File: src/sv/asc_pkg.sv
package asc_pkg;

    localparam int SMP_W      = 12;
    localparam int SUM_W      = 28;
    localparam int SQ_W       = 40;
    localparam int CNT_W      = 17;
    localparam int ADC_NUM_W  = 4;
    localparam int BAD_W      = 5;
    localparam int MEAN_W     = 16;
    localparam int SD_W       = 16;
    localparam int QUOT_W     = 32;
    localparam int DEN_W      = 34;
    localparam int PROD_W     = 57;
    localparam int CFG_IDX_W  = 3;
    localparam int CFG_DATA_W = 16;

    localparam logic [11:0] BASE_LOW_RST  = 12'd200;
    localparam logic [11:0] BASE_HIGH_RST = 12'd350;
    localparam logic [15:0] SD_LOW_RST    = 16'd10;
    localparam logic [15:0] SD_HIGH_RST   = 16'd2560;

    typedef enum logic [CFG_IDX_W-1:0] {
        CFG_BASE_LOW  = 3'd0,
        CFG_BASE_HIGH = 3'd1,
        CFG_SD_LOW    = 3'd2,
        CFG_SD_HIGH   = 3'd3,
        CFG_RESTART   = 3'd4
    } t_cfg_reg;

    typedef struct packed {
        logic [2:0]  channel;
        logic [31:0] raw_word;
        logic        end_of_collection;
    } t_in_item;

    typedef struct packed {
        logic [ADC_NUM_W-1:0] adc_number;
        logic [MEAN_W-1:0]    mean_value;
        logic [SD_W-1:0]      stdev_value;
        logic                 plain_flag;
        logic                 toggling_flag;
        logic                 too_high_flag;
        logic                 too_low_flag;
        logic [3:0]           bad_so_far;
        logic                 restart_request;
        logic                 last_result;
    } t_out_item;

    typedef struct packed {
        logic [11:0] baseline_low_limit;
        logic [11:0] baseline_high_limit;
        logic [15:0] stdev_low_limit;
        logic [15:0] stdev_high_limit;
        logic        restart_enable;
    } t_cfg;

    typedef struct packed {
        logic [ADC_NUM_W-1:0] adc;
        logic                 release_snap;
    } t_snap_req;

    typedef struct packed {
        logic [SUM_W-1:0] sum;
        logic [SQ_W-1:0]  sq;
        logic [CNT_W-1:0] cnt;
    } t_snap_rd;

endpackage

File: src/sv/asc_div.sv
module asc_div
    import asc_pkg::*;
(
    input  logic              i_clk,
    input  logic              i_rst_n,
    input  logic              i_start,
    input  logic [DEN_W-1:0]  i_rem_init,
    input  logic [QUOT_W-1:0] i_low,
    input  logic [DEN_W-1:0]  i_den,
    output logic              o_done,
    output logic [QUOT_W-1:0] o_quot
);

    localparam int STEP_W = $clog2(QUOT_W);

    logic [DEN_W-1:0]  r_rem;
    logic [QUOT_W-1:0] r_low;
    logic [QUOT_W-1:0] r_quot;
    logic [DEN_W-1:0]  r_den;
    logic [STEP_W-1:0] r_step;
    logic              r_busy;
    logic              r_done;

    logic [DEN_W:0] shifted;
    logic           ge;

    assign shifted = {r_rem, r_low[QUOT_W-1]};
    assign ge      = shifted >= {1'b0, r_den};

    always_ff @(posedge i_clk) begin
        if (!i_rst_n) begin
            r_busy <= 1'b0;
            r_done <= 1'b0;
            r_step <= '0;
        end else begin
            if (i_start) begin
                r_rem  <= i_rem_init;
                r_low  <= i_low;
                r_den  <= i_den;
                r_step <= '0;
                r_busy <= 1'b1;
                r_done <= 1'b0;
            end else if (r_busy) begin
                r_rem  <= ge ? DEN_W'(shifted - {1'b0, r_den}) : shifted[DEN_W-1:0];
                r_low  <= {r_low[QUOT_W-2:0], 1'b0};
                r_quot <= {r_quot[QUOT_W-2:0], ge};
                r_step <= r_step + STEP_W'(1);
                r_done <= (r_step == STEP_W'(QUOT_W - 1));
                if (r_step == STEP_W'(QUOT_W - 1)) begin
                    r_busy <= 1'b0;
                end
            end else begin
                r_done <= 1'b0;
            end
        end
    end

    assign o_done = r_done;
    assign o_quot = r_quot;

endmodule

File: config.mk
export PLATFORM = sky130hd
export DESIGN_NAME = asc_div
export DESIGN_NICKNAME = d
export VERILOG_FILES = /design/src/sv/asc_pkg.sv /design/src/sv/asc_div.sv
export SDC_FILE = /design/constraint.sdc
export NUM_CORES = 1
export LEC_CHECK = 0
export ABC_AREA = 1
export BUFFER_PORTS_ARGS = -buffer_cell sky130_fd_sc_hd__buf_2
export CAP_MARGIN = 10
export CORE_UTILIZATION = 62
export DETAILED_ROUTE_END_ITERATION = 10
export GPL_ROUTABILITY_DRIVEN = 0
export PLACE_DENSITY = 0.95
export SLEW_MARGIN = 10
export SYNTH_ARGS = -nofsm -noshare
export SYNTH_HDL_FRONTEND = slang
export SYNTH_SLANG_ARGS = --single-unit
export TNS_END_PERCENT = 100
File: constraint.sdc
create_clock -name i_clk -period 5.2 [get_ports i_clk]
set_input_delay 0.52 -clock i_clk [delete_from_list [all_inputs] [get_ports i_clk]]
set_output_delay 0.52 -clock i_clk [all_outputs]
set_load 0.05 [all_outputs]
Word level (Yosys, flattened, before mapping)
Index checks and enable logic that the tools add are counted.
{"block": "classes", "bitwise": 3, "eq_ne": 1, "mux": 8, "add_sub_neg": 2, "reduce_logical": 6, "n_lt_le_gt_ge": 1}
{"op": "$mux 34", "n": 3}
{"op": "$mux 32", "n": 2}
{"op": "$ge 35x34->1", "n": 1}
{"op": "$sub 34x34->34", "n": 1}
{"op": "$add 5x1->5 const B", "n": 1}
{"op": "$eq 5x5->1 const B", "n": 1}
{"op": "$reduce_and 2->1", "n": 2}
{"op": "$mux 1", "n": 3}
{"op": "$not 1->1", "n": 3}
{"op": "$reduce_and 3->1", "n": 1}
{"op": "$reduce_or 3->1", "n": 1}
{"op": "$reduce_bool 2->1", "n": 1}
{"op": "$reduce_or 2->1", "n": 1}
{"block": "word_totals", "in_bits": 103, "elab_cells": 28, "output_inout_bits": 33, "regBits": 139}

Depth between registers and ports, before layout
Gate-level depths: netlist of run 1.
{"block": "depth", "ltp_word": 4, "ltp_mapped": 17}

Least setup slack after synthesis of run 1
OpenSTA, ideal clock, no wires.
{"block": "synth_timing", "kind": "input to register", "from": "in i_start", "to": "reg r_low[0] (enable)", "t_arrival_ps": 2527, "path_slack_ps": 2247, "n_path_buf": 2, "path_stages": 4, "path_cell_list": "clkbuf_1 clkbuf_1 nand2_1 nand2_1"}
{"block": "synth_between", "elab_chain_cells": 2}
{"item": "start: declaration", "line_no": "asc_div.sv:6", "rtl": "input logic i_start,"}
{"item": "$reduce_bool 2->1 (no line)"}
{"item": "$reduce_and 2->1 (no line)"}
{"item": "end signal: assignment", "line_no": "asc_div.sv:38", "rtl": "r_low <= i_low;"}
{"item": "end signal: assignment", "line_no": "asc_div.sv:45", "rtl": "r_low <= {r_low[QUOT_W-2:0], 1'b0};"}
{"item": "end: declaration", "line_no": "asc_div.sv:17", "rtl": "logic [QUOT_W-1:0] r_low;"}
No other way between the ends.
A chain may end at the register's enable or synchronous reset.

Worst setup path after layout of run 1
{"block": "layout_timing", "from": "reg r_rem[27]", "to": "reg r_rem[21] (data pin)"}
{"block": "layout_between", "elab_chain_cells": 4}
{"item": "start: declaration", "line_no": "asc_div.sv:16", "rtl": "logic [DEN_W-1:0] r_rem;"}
{"item": "start signal: assignment", "line_no": "asc_div.sv:37", "rtl": "r_rem <= i_rem_init;"}
{"item": "start signal: assignment", "line_no": "asc_div.sv:44", "rtl": "r_rem <= ge ? DEN_W'(shifted - {1'b0, r_den}) : shifted[DEN_W-1:0];"}
{"item": "$ge 35x34->1", "line_no": "asc_div.sv:28", "rtl": "assign ge = shifted >= {1'b0, r_den};"}
{"item": "$mux 34", "line_no": "asc_div.sv:44"}
{"item": "$mux 34", "line_no": "asc_div.sv:43", "rtl": "end else if (r_busy) begin"}
{"item": "$mux 34", "line_no": "asc_div.sv:36", "rtl": "if (i_start) begin"}
No other way between the ends. The select of a mux whose other input is x is not followed.

==> out/metrics.csv, run 1 <==
stage,metric,value,unit
logic_synthesis,syn_area_per_cell,8.36,µm²
place,placed cell count,1322,
logic_synthesis,Post-Synthesis Cell Area,0.00861,mm²
setup_path,Crit path required time,5.50,ns
global_routing,vias in the first global route,7358,
floorplan,initial core utilization,0.642,
final_layout,design area,0.0100,mm²
place,Final HPWL DP,14200,µm
clock_network,clock root buffer master,clkbuf_16,
drt,remaining antenna violation count,0,
floorplan,die width,120,µm
place,DP Area,0.00937,mm²
logic_synthesis,Area contributors post-synth,"edfxtp_1, nand2_1, inv_1",
logic_synthesis,Synth Area in Compound Gates,0.0267,
global_routing,first-pass GRT wire length,33300,µm
sta,crit share post-route,0.589,
sta,Rel. slew slack,0.267,
setup_path,Critical Path Start,r_rem[27]$_DFFE_PP_,
sta,final setup margin,2.14,ns
setup_path,"Max FO, Critical Path",35,
setup_path,CP peak stage delay,0.84,ns
global_routing,largest net degree at the start of global routing,59,
logic_synthesis,post-synthesis sequential area ratio,0.477,
drt,WL/cell,14.7,µm
sta,Slew @ Worst Pin,1.10,ns
clock_network,TritonCTS Sinks,139,
logic_synthesis,Mapped Cells,1030,
logic_synthesis,Synth Area in XOR/XNOR,0.0183,
final_layout,Finished Layout Cells,1355,
logic_synthesis,largest family of logic cells by synthesized area,simple AND/OR/NAND/NOR gates,
drt,Iteration-0 DRC Markers,564,
setup_path,CP Data Arrival Time,3.36,ns
clock_network,"Setup Fix Bufs, Post-CTS",0,
clock_network,# resized after CTS,0,
setup_path,"CP delay by family, top",compound AO/OA/AOI/OAI gates,
run,Max Cap Viol,0,
setup_path,slowest stage cell on the critical path,a21oi_4,
logic_synthesis,Synth top area share,0.460,
clock_network,H-tree Lvls,4,
hold_path,Hold Path Origin,i_den[8],
final_layout,fin util,0.746,
logic_synthesis,post-synth net total,1170,
floorplan,core region area,0.0134,mm²
floorplan,IO Count,136,
pwr,Worst VDD drop,0.251,mV
floorplan,Rows,42,
final_layout,Layout area overhead,16.2,%
drt,DRT Pass-1 Iters,7,
sta,Final Hold Viols,0,
place,Place WS,2.20,ns
logic_synthesis,#FFs+latches synth,139,
drt,Post-route DRC,0,
drt,vias post-DR,7141,
sta,hold_ws,0.263,ns
clock_network,hold buffers post-CTS,0,
setup_path,crit path buf inv count,0,
drt,Vias per Instance,5.27,
setup_path,Startpoint Class,flip-flop,
pwr,Leak,5.02,nW
global_routing,gr usage total,0.298,
logic_synthesis,post-synthesis simple-gate area fraction,0.334,
pwr,Pwr Density,361,mW/mm²
clock_network,CTS buffer count,17,
floorplan,chip height,120,µm
place,Buffers on Ports,135,
sta,final setup fails,0,
sta,setup TNS,0,ns
clock_network,clock-pin slew on the worst setup and hold paths,0.06,ns
setup_path,crit-path cells,ha_1 -> a21oi_2 -> nor2_1 -> o21ai_1 -> nand3_1 -> a21oi_4 -> nand2_8 -> nand2_2 -> nand3_2 -> nand2_1,
sta,Final min period,3.06,ns
status,outcome,completed,
drt,drt total wl,20000,µm
global_routing,total global routing overflow,0,
sta,Layout Skew,0.0105,ns
logic_synthesis,Cell variety after synth,39,
final_layout,layout cells sized above 1,0.218,
sta,RSZ-0062 raised after global routing,no,
clock_network,clk buf depth,2,
setup_path,RR Startpoint,r_rem[27]$_DFFE_PP_,
floorplan,full die area,0.0144,mm²
sta,fmax,326,MHz
final_layout,Final Net Count,1305,
clock_network,clk_lat worst skew,0.43,ns
logic_synthesis,Adder-Cell Fraction of Synth Area,0.0547,
logic_synthesis,biggest area consumer among synthesized cells,edfxtp_1,
setup_path,CP Class,flip-flop to flip-flop,
global_routing,initial antenna violation count,0,
logic_synthesis,mux contribution to synthesized area,0,
logic_synthesis,Ys Warns,0,
setup_path,endpoint type of the worst setup path,flip-flop,
pwr,Pwr Total,3.61,mW
hold_path,HP Class,input port to flip-flop,
sta,Max Slew Vio Count,0,
clock_network,CTS tree,done,
-- power breakdown --
group | leakage, nW | internal [mW] | switching [mW]
Clock | 0.304 | 0.840 | 0.456
Combinational | 3.40 | 0.330 | 0.611
Sequential | 1.31 | 1.34 | 0.0374
Total | 5.02 | 2.51 | 1.10
-- state kept, by name, indices dropped and copies added, names as in the netlist --
signal	cells
o_done	1
o_quot	32
r_busy	1
r_den	34
r_low	32
r_rem	34
r_step	5
-- layout make-up --
class | instances | area (µm²)
repair buffers | 140 | 713
fillers | 929 | 3400
flip-flops and latches | 139 | 4100
diodes | 1 | 2.50
clock buffers | 22 | 474
multi-input cells | 709 | 3730
well taps | 176 | 220
inverters | 158 | 593
clock inverters | 10 | 161
-- path summary, 6_finish.rpt --
path | slack [ns] | endpoint | cells past startpoint
max | 2.14 | r_rem[21]$_DFFE_PP_ | 10
min | 0.26 | r_den[8]$_DFFE_PP_ | 1
max reg2reg | 2.14 | r_rem[21]$_DFFE_PP_ | 10
min reg2reg | 0.44 | o_quot[23]$_DFFE_PP_ | 0
-- worst reg2reg max path, stage by stage (launching register included) --
cell	delay (ns)
edfxtp_1	0.39
ha_1	0.38
a21oi_2	0.21
nor2_1	0.08
o21ai_1	0.13
nand3_1	0.12
a21oi_4	0.84
nand2_8	0.38
nand2_2	0.22
nand3_2	0.08
nand2_1	0.10
-- cells in the mapped netlist --
master and n:
a21boi_0 1, a21o_1 1, a21oi_1 23, a21oi_2 2, a21oi_4 1, a31oi_1 1
and2_1 1, and3_1 1, buf_12 3, buf_2 1, buf_4 7, buf_6 2
clkbuf_1 11, dfxtp_1 7, edfxtp_1 132, fa_1 1, ha_1 36, inv_1 152
inv_2 6, nand2_1 413, nand2_2 36, nand2_4 1, nand2_8 1, nand3_1 28
nand3_2 29, nand3b_1 41, nand4_1 5, nor2_1 43, nor2_2 5, nor2_4 1
nor3_1 6, nor3_2 2, nor3b_1 1, nor4_4 1, o21ai_0 5, o21ai_1 1
o21bai_1 4, xnor2_1 16, xor2_1 2
-- kinds of logic (layout without fill, tap and decap cells) --
logic type               Yosys count  in the layout
AO/OA/AOI/OAI                     39             39
XOR/XNOR                          18             18
adder cells (fa/ha/maj)           37             37
buffers and inverters            182            330
flip-flops                       139            139
other                              0              1
AND/OR/NAND/NOR                  615            615
-- routing by layer --
metal  part of all wire  track usage
met5                  0            0
met4              0.028        0.134
met3              0.073       0.0713
met2               0.49        0.510
met1               0.41        0.357
-- layout by cell type (no fill, tap or decap), types with 2 or more instances in the layout --
cell	instances
clkbuf_8	3
clkbuf_1	2
nor3_1	6
edfxtp_1	132
o21bai_1	4
buf_2	135
nand3b_1	41
inv_2	7
nand3_1	28
nand2_2	37
nor3_2	2
clkinvlp_4	2
nor2_2	6
dfxtp_1	7
xor2_1	2
nand4_1	5
bufinv_16	4
clkbuf_16	17
ha_1	36
nand2_1	412
a21oi_2	2
a21oi_1	23
nor2_1	42
nand3_2	29
inv_1	151
o21ai_0	5
xnor2_1	16
buf_4	5
Power figures use the tool's default switching activity.
==> inputs of run 2 (changes only) <==
--- a/config.mk
+++ b/config.mk
@@ -8,10 +8,10 @@
 export ABC_AREA = 1
 export BUFFER_PORTS_ARGS = -buffer_cell sky130_fd_sc_hd__buf_2
 export CAP_MARGIN = 10
-export CORE_UTILIZATION = 62
+export CORE_UTILIZATION = 58
 export DETAILED_ROUTE_END_ITERATION = 10
 export GPL_ROUTABILITY_DRIVEN = 0
-export PLACE_DENSITY = 0.95
+export PLACE_DENSITY = 0.93
 export SLEW_MARGIN = 10
 export SYNTH_ARGS = -nofsm -noshare
 export SYNTH_HDL_FRONTEND = slang
==> constraint.sdc (replaced) <==
create_clock -name i_clk -period 2.85 [get_ports i_clk]
set_input_delay 0.285 -clock i_clk [delete_from_list [all_inputs] [get_ports i_clk]]
set_output_delay 0.285 -clock i_clk [all_outputs]
set_load 0.05 [all_outputs]
==> run 2 against run 1 <==
Effect of this change:
- combinational power is 81% higher
- clock-buffer cell count is 5 lower
- utilization is 5.3 points lower
- sequential power is 82% higher
- power is 83% higher
- worst hold slack worse by 0.23 ns
- critical endpoint is now r_rem[20]$_DFFE_PP_
- routed wire length is 2.4% lower
- clock skew is 0.0013 ns lower
- largest cell class unchanged
- sequential cell count stayed put
- critical path depth is 4 higher
- fmax is 22% higher
- first-iteration DRC count is 8.3% lower
==> out/metrics.csv, run 2 (synthesized netlist as in run 1, its figures left out) <==
stage,metric,value,unit,change
status,outcome,completed,,
floorplan,initial core utilization,0.592,,-0.0501
drt,Vias per Instance,5.15,,-2.2%
clock_network,# resized after CTS,0,,unchanged
drt,Iteration-0 DRC Markers,517,,-8.3%
clock_network,"Setup Fix Bufs, Post-CTS",0,,unchanged
final_layout,sequential cell area,0.00410,mm²,unchanged
sta,Slew @ Worst Pin,0.763,ns,-0.334 ns
sta,crit share post-route,0.881,,+0.292
sta,final setup fails,0,,unchanged
floorplan,core region area,0.0145,mm²,+8.5%
drt,remaining antenna violation count,0,,unchanged
floorplan,Rows,44,,+4.8%
sta,setup TNS,0,ns,unchanged
clock_network,TritonCTS Sinks,139,,unchanged
final_layout,layout cells sized above 1,0.222,,+0.00415
setup_path,endpoint type of the worst setup path,flip-flop,,
final_layout,Final Net Count,1310,,+0.38%
global_routing,first-pass GRT wire length,31500,µm,-5.5%
clock_network,clk_lat worst skew,0.42,ns,about the same
hold_path,HP Class,input port to flip-flop,,
final_layout,area taken by multi-input logic gates,0.00373,mm²,unchanged
sta,Final min period,2.51,ns,-0.553 ns
drt,WL/cell,14.3,µm,-3.2%
clock_network,clock-pin slew on the worst setup and hold paths,0.06,ns,about the same
run,Max Cap Viol,0,,unchanged
drt,length of routed met3 wiring,1480,µm,+0.61%
clock_network,clock root buffer master,clkbuf_16,,
final_layout,Layout area overhead,17.2,%,
setup_path,Startpoint Class,flip-flop,,
place,Buffers on Ports,135,,unchanged
clock_network,clk buf depth,2,,unchanged
global_routing,largest net degree at the start of global routing,55,,-6.8%
sta,Max Slew Vio Count,0,,unchanged
sta,RSZ-0062 raised after global routing,no,,
clock_network,CTS buffer count,17,,unchanged
final_layout,Ant. Diodes,0,,-1
sta,Final Hold Viols,0,,unchanged
place,placed cell count,1335,,+0.98%
drt,drt total wl,19500,µm,-2.4%
setup_path,Crit path required time,3.02,ns,-2.48 ns
drt,Post-route DRC,0,,unchanged
clock_network,H-tree Lvls,4,,unchanged
global_routing,total global routing overflow,0,,unchanged
place,Final HPWL DP,14200,µm,-0.28%
setup_path,CP Data Arrival Time,2.68,ns,-0.68 ns
place,Place WS,0.364,ns,-1.84 ns
final_layout,most frequent cells in the layout,"nand2_1, inv_1, buf_2, edfxtp_1, nor2_1",,
final_layout,Largest regs,"r_den x34, r_rem x34",,
final_layout,fin util,0.694,,-0.0526
final_layout,Filler cells,1150,,+24%
floorplan,chip height,124,µm,+3.3%
final_layout,Finished Layout Cells,1367,,+0.89%
sta,Layout Skew,0.00923,ns,-0.00126 ns
global_routing,gr usage total,0.267,,-0.0314
drt,DRT Pass-1 Iters,5,,-2
sta,fmax,398,MHz,+22%
setup_path,"Max FO, Critical Path",35,,unchanged
clock_network,hold buffers post-CTS,0,,unchanged
sta,final setup margin,0.340,ns,-1.80 ns
drt,vias post-DR,7043,,-1.4%
pwr,Worst VDD drop,0.454,mV,+81%
global_routing,vias in the first global route,6974,,-5.2%
pwr,Pwr Total,6.63,mW,+83%
clock_network,CTS tree,done,,
final_layout,"commonest non-fill, non-tap cell in the layout",nand2_1,,
global_routing,initial antenna violation count,0,,unchanged
pwr,Leak,5.06,nW,+0.82%
floorplan,die width,124,µm,+3.3%
floorplan,IO Count,136,,unchanged
drt,top sig layer,met4,,
floorplan,full die area,0.0153,mm²,+6.8%
drt,met2 routed WL,9420,µm,-2.8%
sta,Rel. slew slack,0.491,,+0.224
setup_path,CP Class,flip-flop to flip-flop,,
pwr,Pwr Density,657,mW/mm²,+82%
drt,routed length on met1,8130,µm,-1.3%
[run 2: cell count changes in the layout (fill, tap and decap cells not counted), sizes merged]
cell	previous run	this run
buf	140	145
bufinv	4	5
clkbuf	22	17
clkinv	3	7
clkinvlp	2	1
diode	1	0
inv	159	160
[run 2: final cells by class]
class	instances	share of cell area
Tap cell	184	0.0228
Inverter	158	0.0588
Multi-Input combinational cell	709	0.370
Timing Repair Buffer	145	0.0769
Sequential cell	139	0.407
Clock buffer	17	0.0422
Clock inverter	15	0.0220
[run 2: power by group]
part           internal, mW  total, mW  switching [mW]
clock network          1.55       2.42           0.865
registers              2.44       2.51          0.0659
logic                 0.612       1.70            1.09
total                  4.61       6.63            2.02
[run 2: worst paths after layout]
path                   startpoint                   end  slack (ns)  cells past startpoint
max            r_rem[7]$_DFFE_PP_   r_rem[20]$_DFFE_PP_        0.34                     14
max reg2reg    r_rem[7]$_DFFE_PP_   r_rem[20]$_DFFE_PP_        0.34                     14
min                     i_den[10]   r_den[10]$_DFFE_PP_        0.04                      1
min reg2reg  o_quot[13]$_DFFE_PP_  o_quot[14]$_DFFE_PP_        0.45                      0
[run 2: stage by stage]
| stage | instance area [µm²] | hold slack (ns) |
|---|---|---|
| 2_1_floorplan | 8610 | 0.384 |
| 3_3_place_gp | 9440 | 0.427 |
| 3_5_place_dp | 9440 | 0.429 |
| 4_1_cts | 10100 | 0.0203 |
| 5_1_grt | 10100 | 0.0239 |
| 6_report | 10100 | 0.0356 |
[run 2: worst max-delay path: stages (launching register included)]
cell and delay [ns]:
edfxtp_1 0.40, ha_1 0.37, nand2_1 0.10, inv_2 0.08
nand2_2 0.07, nor2_1 0.10, nand2_1 0.07, nand3_2 0.11
nand2_1 0.09, nand2_2 0.10, nand2_4 0.18, nand2_8 0.32
nand2_1 0.10, nand3_1 0.08, nand2_1 0.06
[run 2: layer usage]
layer / GRT usage / up-vias
met3: 0.0591 / 35
met2: 0.473 / 256
met5: 0 / -
met1: 0.314 / 3206
met4: 0.103 / 0
li1: - / 3546
==> inputs of run 3 (changes only) <==
--- a/config.mk
+++ b/config.mk
@@ -5,13 +5,15 @@
 export SDC_FILE = /design/constraint.sdc
 export NUM_CORES = 1
 export LEC_CHECK = 0
-export ABC_AREA = 1
 export BUFFER_PORTS_ARGS = -buffer_cell sky130_fd_sc_hd__buf_2
 export CAP_MARGIN = 10
-export CORE_UTILIZATION = 58
+export CELL_PAD_IN_SITES_DETAIL_PLACEMENT = 0
+export CELL_PAD_IN_SITES_GLOBAL_PLACEMENT = 2
+export CORE_UTILIZATION = 37
 export DETAILED_ROUTE_END_ITERATION = 10
 export GPL_ROUTABILITY_DRIVEN = 0
-export PLACE_DENSITY = 0.93
+export MAX_ROUTING_LAYER = met4
+export PLACE_DENSITY = 0.92
 export SLEW_MARGIN = 10
 export SYNTH_ARGS = -nofsm -noshare
 export SYNTH_HDL_FRONTEND = slang
==> run 3 against run 2 <==
Effect of this change:
- the run now ends with negative setup slack left
- register-to-register slack got worse by 0.44 ns
- routed wire length decreased by 4.2%
- clock power down 9.5%
==> out/metrics.csv, run 3 <==
stage,metric,value,unit,change
status,outcome,finished with violations,,
status,failing checks,negative setup slack,,
pwr,Pwr Density,617,mW/mm²,-6.2%
logic_synthesis,Mapped Cells,618,,-40%
drt,Vias per Instance,4.96,,-3.6%
clock_network,hold buffers post-CTS,0,,unchanged
setup_path,CP Class,flip-flop to flip-flop,,
setup_path,slowest stage cell on the critical path,or4_4,,
drt,DRT Pass-1 Iters,4,,-1
logic_synthesis,Post-Synthesis Cell Area,0.00752,mm²,-13%
global_routing,vias in the first global route,5569,,-20%
floorplan,core region area,0.0197,mm²,+36%
drt,Post-route DRC,0,,unchanged
place,Buffers on Ports,135,,unchanged
global_routing,total global routing overflow,0,,unchanged
sta,fmax,338,MHz,-15%
setup_path,endpoint type of the worst setup path,flip-flop,,
logic_synthesis,Synth top area share,0.527,,+0.0669
setup_path,"CP delay by family, top",simple AND/OR/NAND/NOR gates,,
logic_synthesis,#FFs+latches synth,139,,unchanged
logic_synthesis,top-count cell post-synth,edfxtp_1,,
final_layout,most frequent cells in the layout,"buf_2, edfxtp_1, buf_4, mux2_2, inv_1",,
global_routing,initial antenna violation count,0,,unchanged
drt,WL/cell,16.3,µm,+14%
logic_synthesis,Cell variety after synth,58,,+49%
drt,remaining antenna violation count,0,,unchanged
setup_path,Startpoint Class,flip-flop,,
sta,Layout Skew,0.00843,ns,-0.000802 ns
setup_path,Crit path required time,3.02,ns,about the same
final_layout,"commonest non-fill, non-tap cell in the layout",buf_2,,
clock_network,TritonCTS Sinks,139,,unchanged
floorplan,IO Count,136,,unchanged
setup_path,RR Startpoint,r_rem[11]$_DFFE_PP_,,
logic_synthesis,Post-synth top cells,"edfxtp_1, mux2_2, a21oi_1",,
sta,Final Hold Viols,0,,unchanged
setup_path,Critical Path Start,r_rem[11]$_DFFE_PP_,,
global_routing,gr usage total,0.190,,-0.0768
final_layout,Ant. Diodes,0,,unchanged
sta,Rel. slew slack,0.655,,+0.164
sta,final setup margin,-0.105,ns,-0.444 ns
hold_path,HP Class,input port to flip-flop,,
drt,Iteration-0 DRC Markers,270,,-48%
logic_synthesis,number of synthesized flops with an enable pin,132,,unchanged
place,Final HPWL DP,12900,µm,-9.1%
sta,Final min period,2.95,ns,+0.444 ns
setup_path,CP Data Arrival Time,3.13,ns,+0.45 ns
drt,vias post-DR,5694,,-19%
hold_path,Hold Path Origin,i_den[16],,
final_layout,Layout area overhead,40.1,%,
pwr,Worst VDD drop,0.398,mV,-12%
floorplan,initial core utilization,0.381,,-0.211
logic_synthesis,syn_area_per_cell,12.2,µm²,+46%
sta,RSZ-0062 raised after global routing,yes,,
floorplan,full die area,0.0209,mm²,+36%
setup_path,most frequent CP cell,o31ai_4,,
logic_synthesis,post-synth net total,758,,-35%
floorplan,Rows,51,,+16%
clock_network,clk buf depth,2,,unchanged
global_routing,largest net degree at the start of global routing,67,,+22%
clock_network,H-tree Lvls,4,,unchanged
sta,hold_ws,0.0355,ns,-0.0000867 ns
run,Max Cap Viol,0,,unchanged
setup_path,CP peak stage delay,0.56,ns,+0.16 ns
setup_path,"Max FO, Critical Path",8,,-77%
clock_network,clock-pin slew on the worst setup and hold paths,0.07,ns,about the same
setup_path,crit-path cells,ha_4 -> nand4_1 -> or4_4 -> o31ai_4 -> a221oi_2 -> o31ai_4 -> nor2_4 -> buf_12 -> inv_12 -> mux2_4 -> mux2_2,,
logic_synthesis,biggest area consumer among synthesized cells,edfxtp_1,,
logic_synthesis,Ys Warns,0,,unchanged
setup_path,crit path buf inv count,2,,+1
logic_synthesis,Area contributors post-synth,"edfxtp_1, mux2_2, ha_1",,
clock_network,clk_lat worst skew,0.42,ns,about the same
sta,Slew @ Worst Pin,0.512,ns,-0.251 ns
pwr,Pwr Total,6.49,mW,-2.0%
sta,Max Slew Vio Count,0,,unchanged
clock_network,CTS tree,done,,
logic_synthesis,ys flop type,edfxtp_1,,
logic_synthesis,"FFs w/ async S/R, synth",0,,unchanged
final_layout,Final Net Count,1009,,-23%
setup_path,Reg2Reg Setup Slack,-0.10,ns,-0.44 ns
logic_synthesis,post-synthesis sequential area ratio,0.546,,+0.0693
place,Place WS,-0.246,ns,-0.609 ns
drt,drt total wl,18700,µm,-4.2%
final_layout,layout cells sized above 1,0.472,,+0.249
floorplan,die width,145,µm,+17%
clock_network,clock root buffer master,clkbuf_16,,
global_routing,first-pass GRT wire length,29200,µm,-7.3%
pwr,Leak,4.32,nW,-15%
sta,crit share post-route,1.04,,+0.156
clock_network,CTS buffer count,17,,unchanged
sta,final setup fails,15,,+15
floorplan,chip height,145,µm,+17%
final_layout,fin util,0.534,,-0.160
final_layout,Largest regs,"r_den x34, r_rem x34",,
-- run 3: changes by cell type in the layout (fill, tap and decap cells not counted), sizes merged, moves of 16 or more --
cell	before	now
nand3	57	5
nand3b	41	1
inv	160	51
buf	145	251
o21ai	6	25
a21o	1	17
nand2	451	29
mux2	0	61
a21oi	26	48
-- run 3: stage by stage --
| step | cells | instance area (µm²) | TNS, ns |
|---|---|---|---|
| after floorplan | 618 | 7580 | -0.232 |
| after global placement | 1094 | 9210 | -4.18 |
| after detailed placement | 1094 | 9210 | -5.53 |
| after CTS | 1136 | 10100 | -1.65 |
| after global routing | 1147 | 10500 | -2.97 |
| final | 1147 | 10500 | -1.15 |
-- run 3: logic make-up (layout without fill, tap and decap cells) --
| group | Yosys count | after routing | synth area share |
|---|---|---|---|
| buf+inv | 64 | 328 | 0.0361 |
| fa+ha+maj | 37 | 37 | 0.0626 |
| simple gates | 145 | 145 | 0.101 |
| mux | 66 | 66 | 0.100 |
| xor+xnor | 26 | 26 | 0.0303 |
| compound gates | 141 | 141 | 0.124 |
| flops | 139 | 139 | 0.546 |
-- run 3: layout make-up --
type	count	area (µm²)
clock buffers	17	425
clock inverters	15	153
fillers	1703	9190
inverters	42	170
multi-input cells	415	3660
flip-flops and latches	139	4100
well taps	265	332
repair buffers	252	1650
repair inverters	2	32.5
-- run 3: what timing repair did --
item	CTS	global route
buffers inserted	9	10
endpoints found under the setup margin	32	33
pin swaps	12	14
resized for setup	53	46
cloned	2	1
-- run 3: layer usage --
layer	GRT usage	wire, µm	up-vias
met5	-	0	-
met3	0.0364	769	22
li1	-	-	2824
met2	0.299	8830	132
met1	0.247	8800	2716
met4	0.0609	271	0
-- run 3: final timing paths --
kind,end,cells past startpoint
hold reg to reg,o_quot[2]$_DFFE_PP_,0
setup / recovery,r_rem[23]$_DFFE_PP_,11
hold / removal,r_den[16]$_DFFE_PP_,1
setup reg to reg,r_rem[23]$_DFFE_PP_,11
-- run 3: power by group --
group | switching (mW) | internal, mW | leakage [nW]
Combinational | 0.861 | 0.962 | 2.74
Clock | 0.956 | 1.23 | 0.277
Sequential | 0.0712 | 2.41 | 1.30
-- run 3: worst reg2reg max path: stages (launching register included) --
cell and delay, ns:
edfxtp_1 0.42, ha_4 0.32, nand4_1 0.14, or4_4 0.56, o31ai_4 0.23, a221oi_2 0.07, o31ai_4 0.09, nor2_4 0.09
buf_12 0.15, inv_12 0.08, mux2_4 0.31, mux2_2 0.25
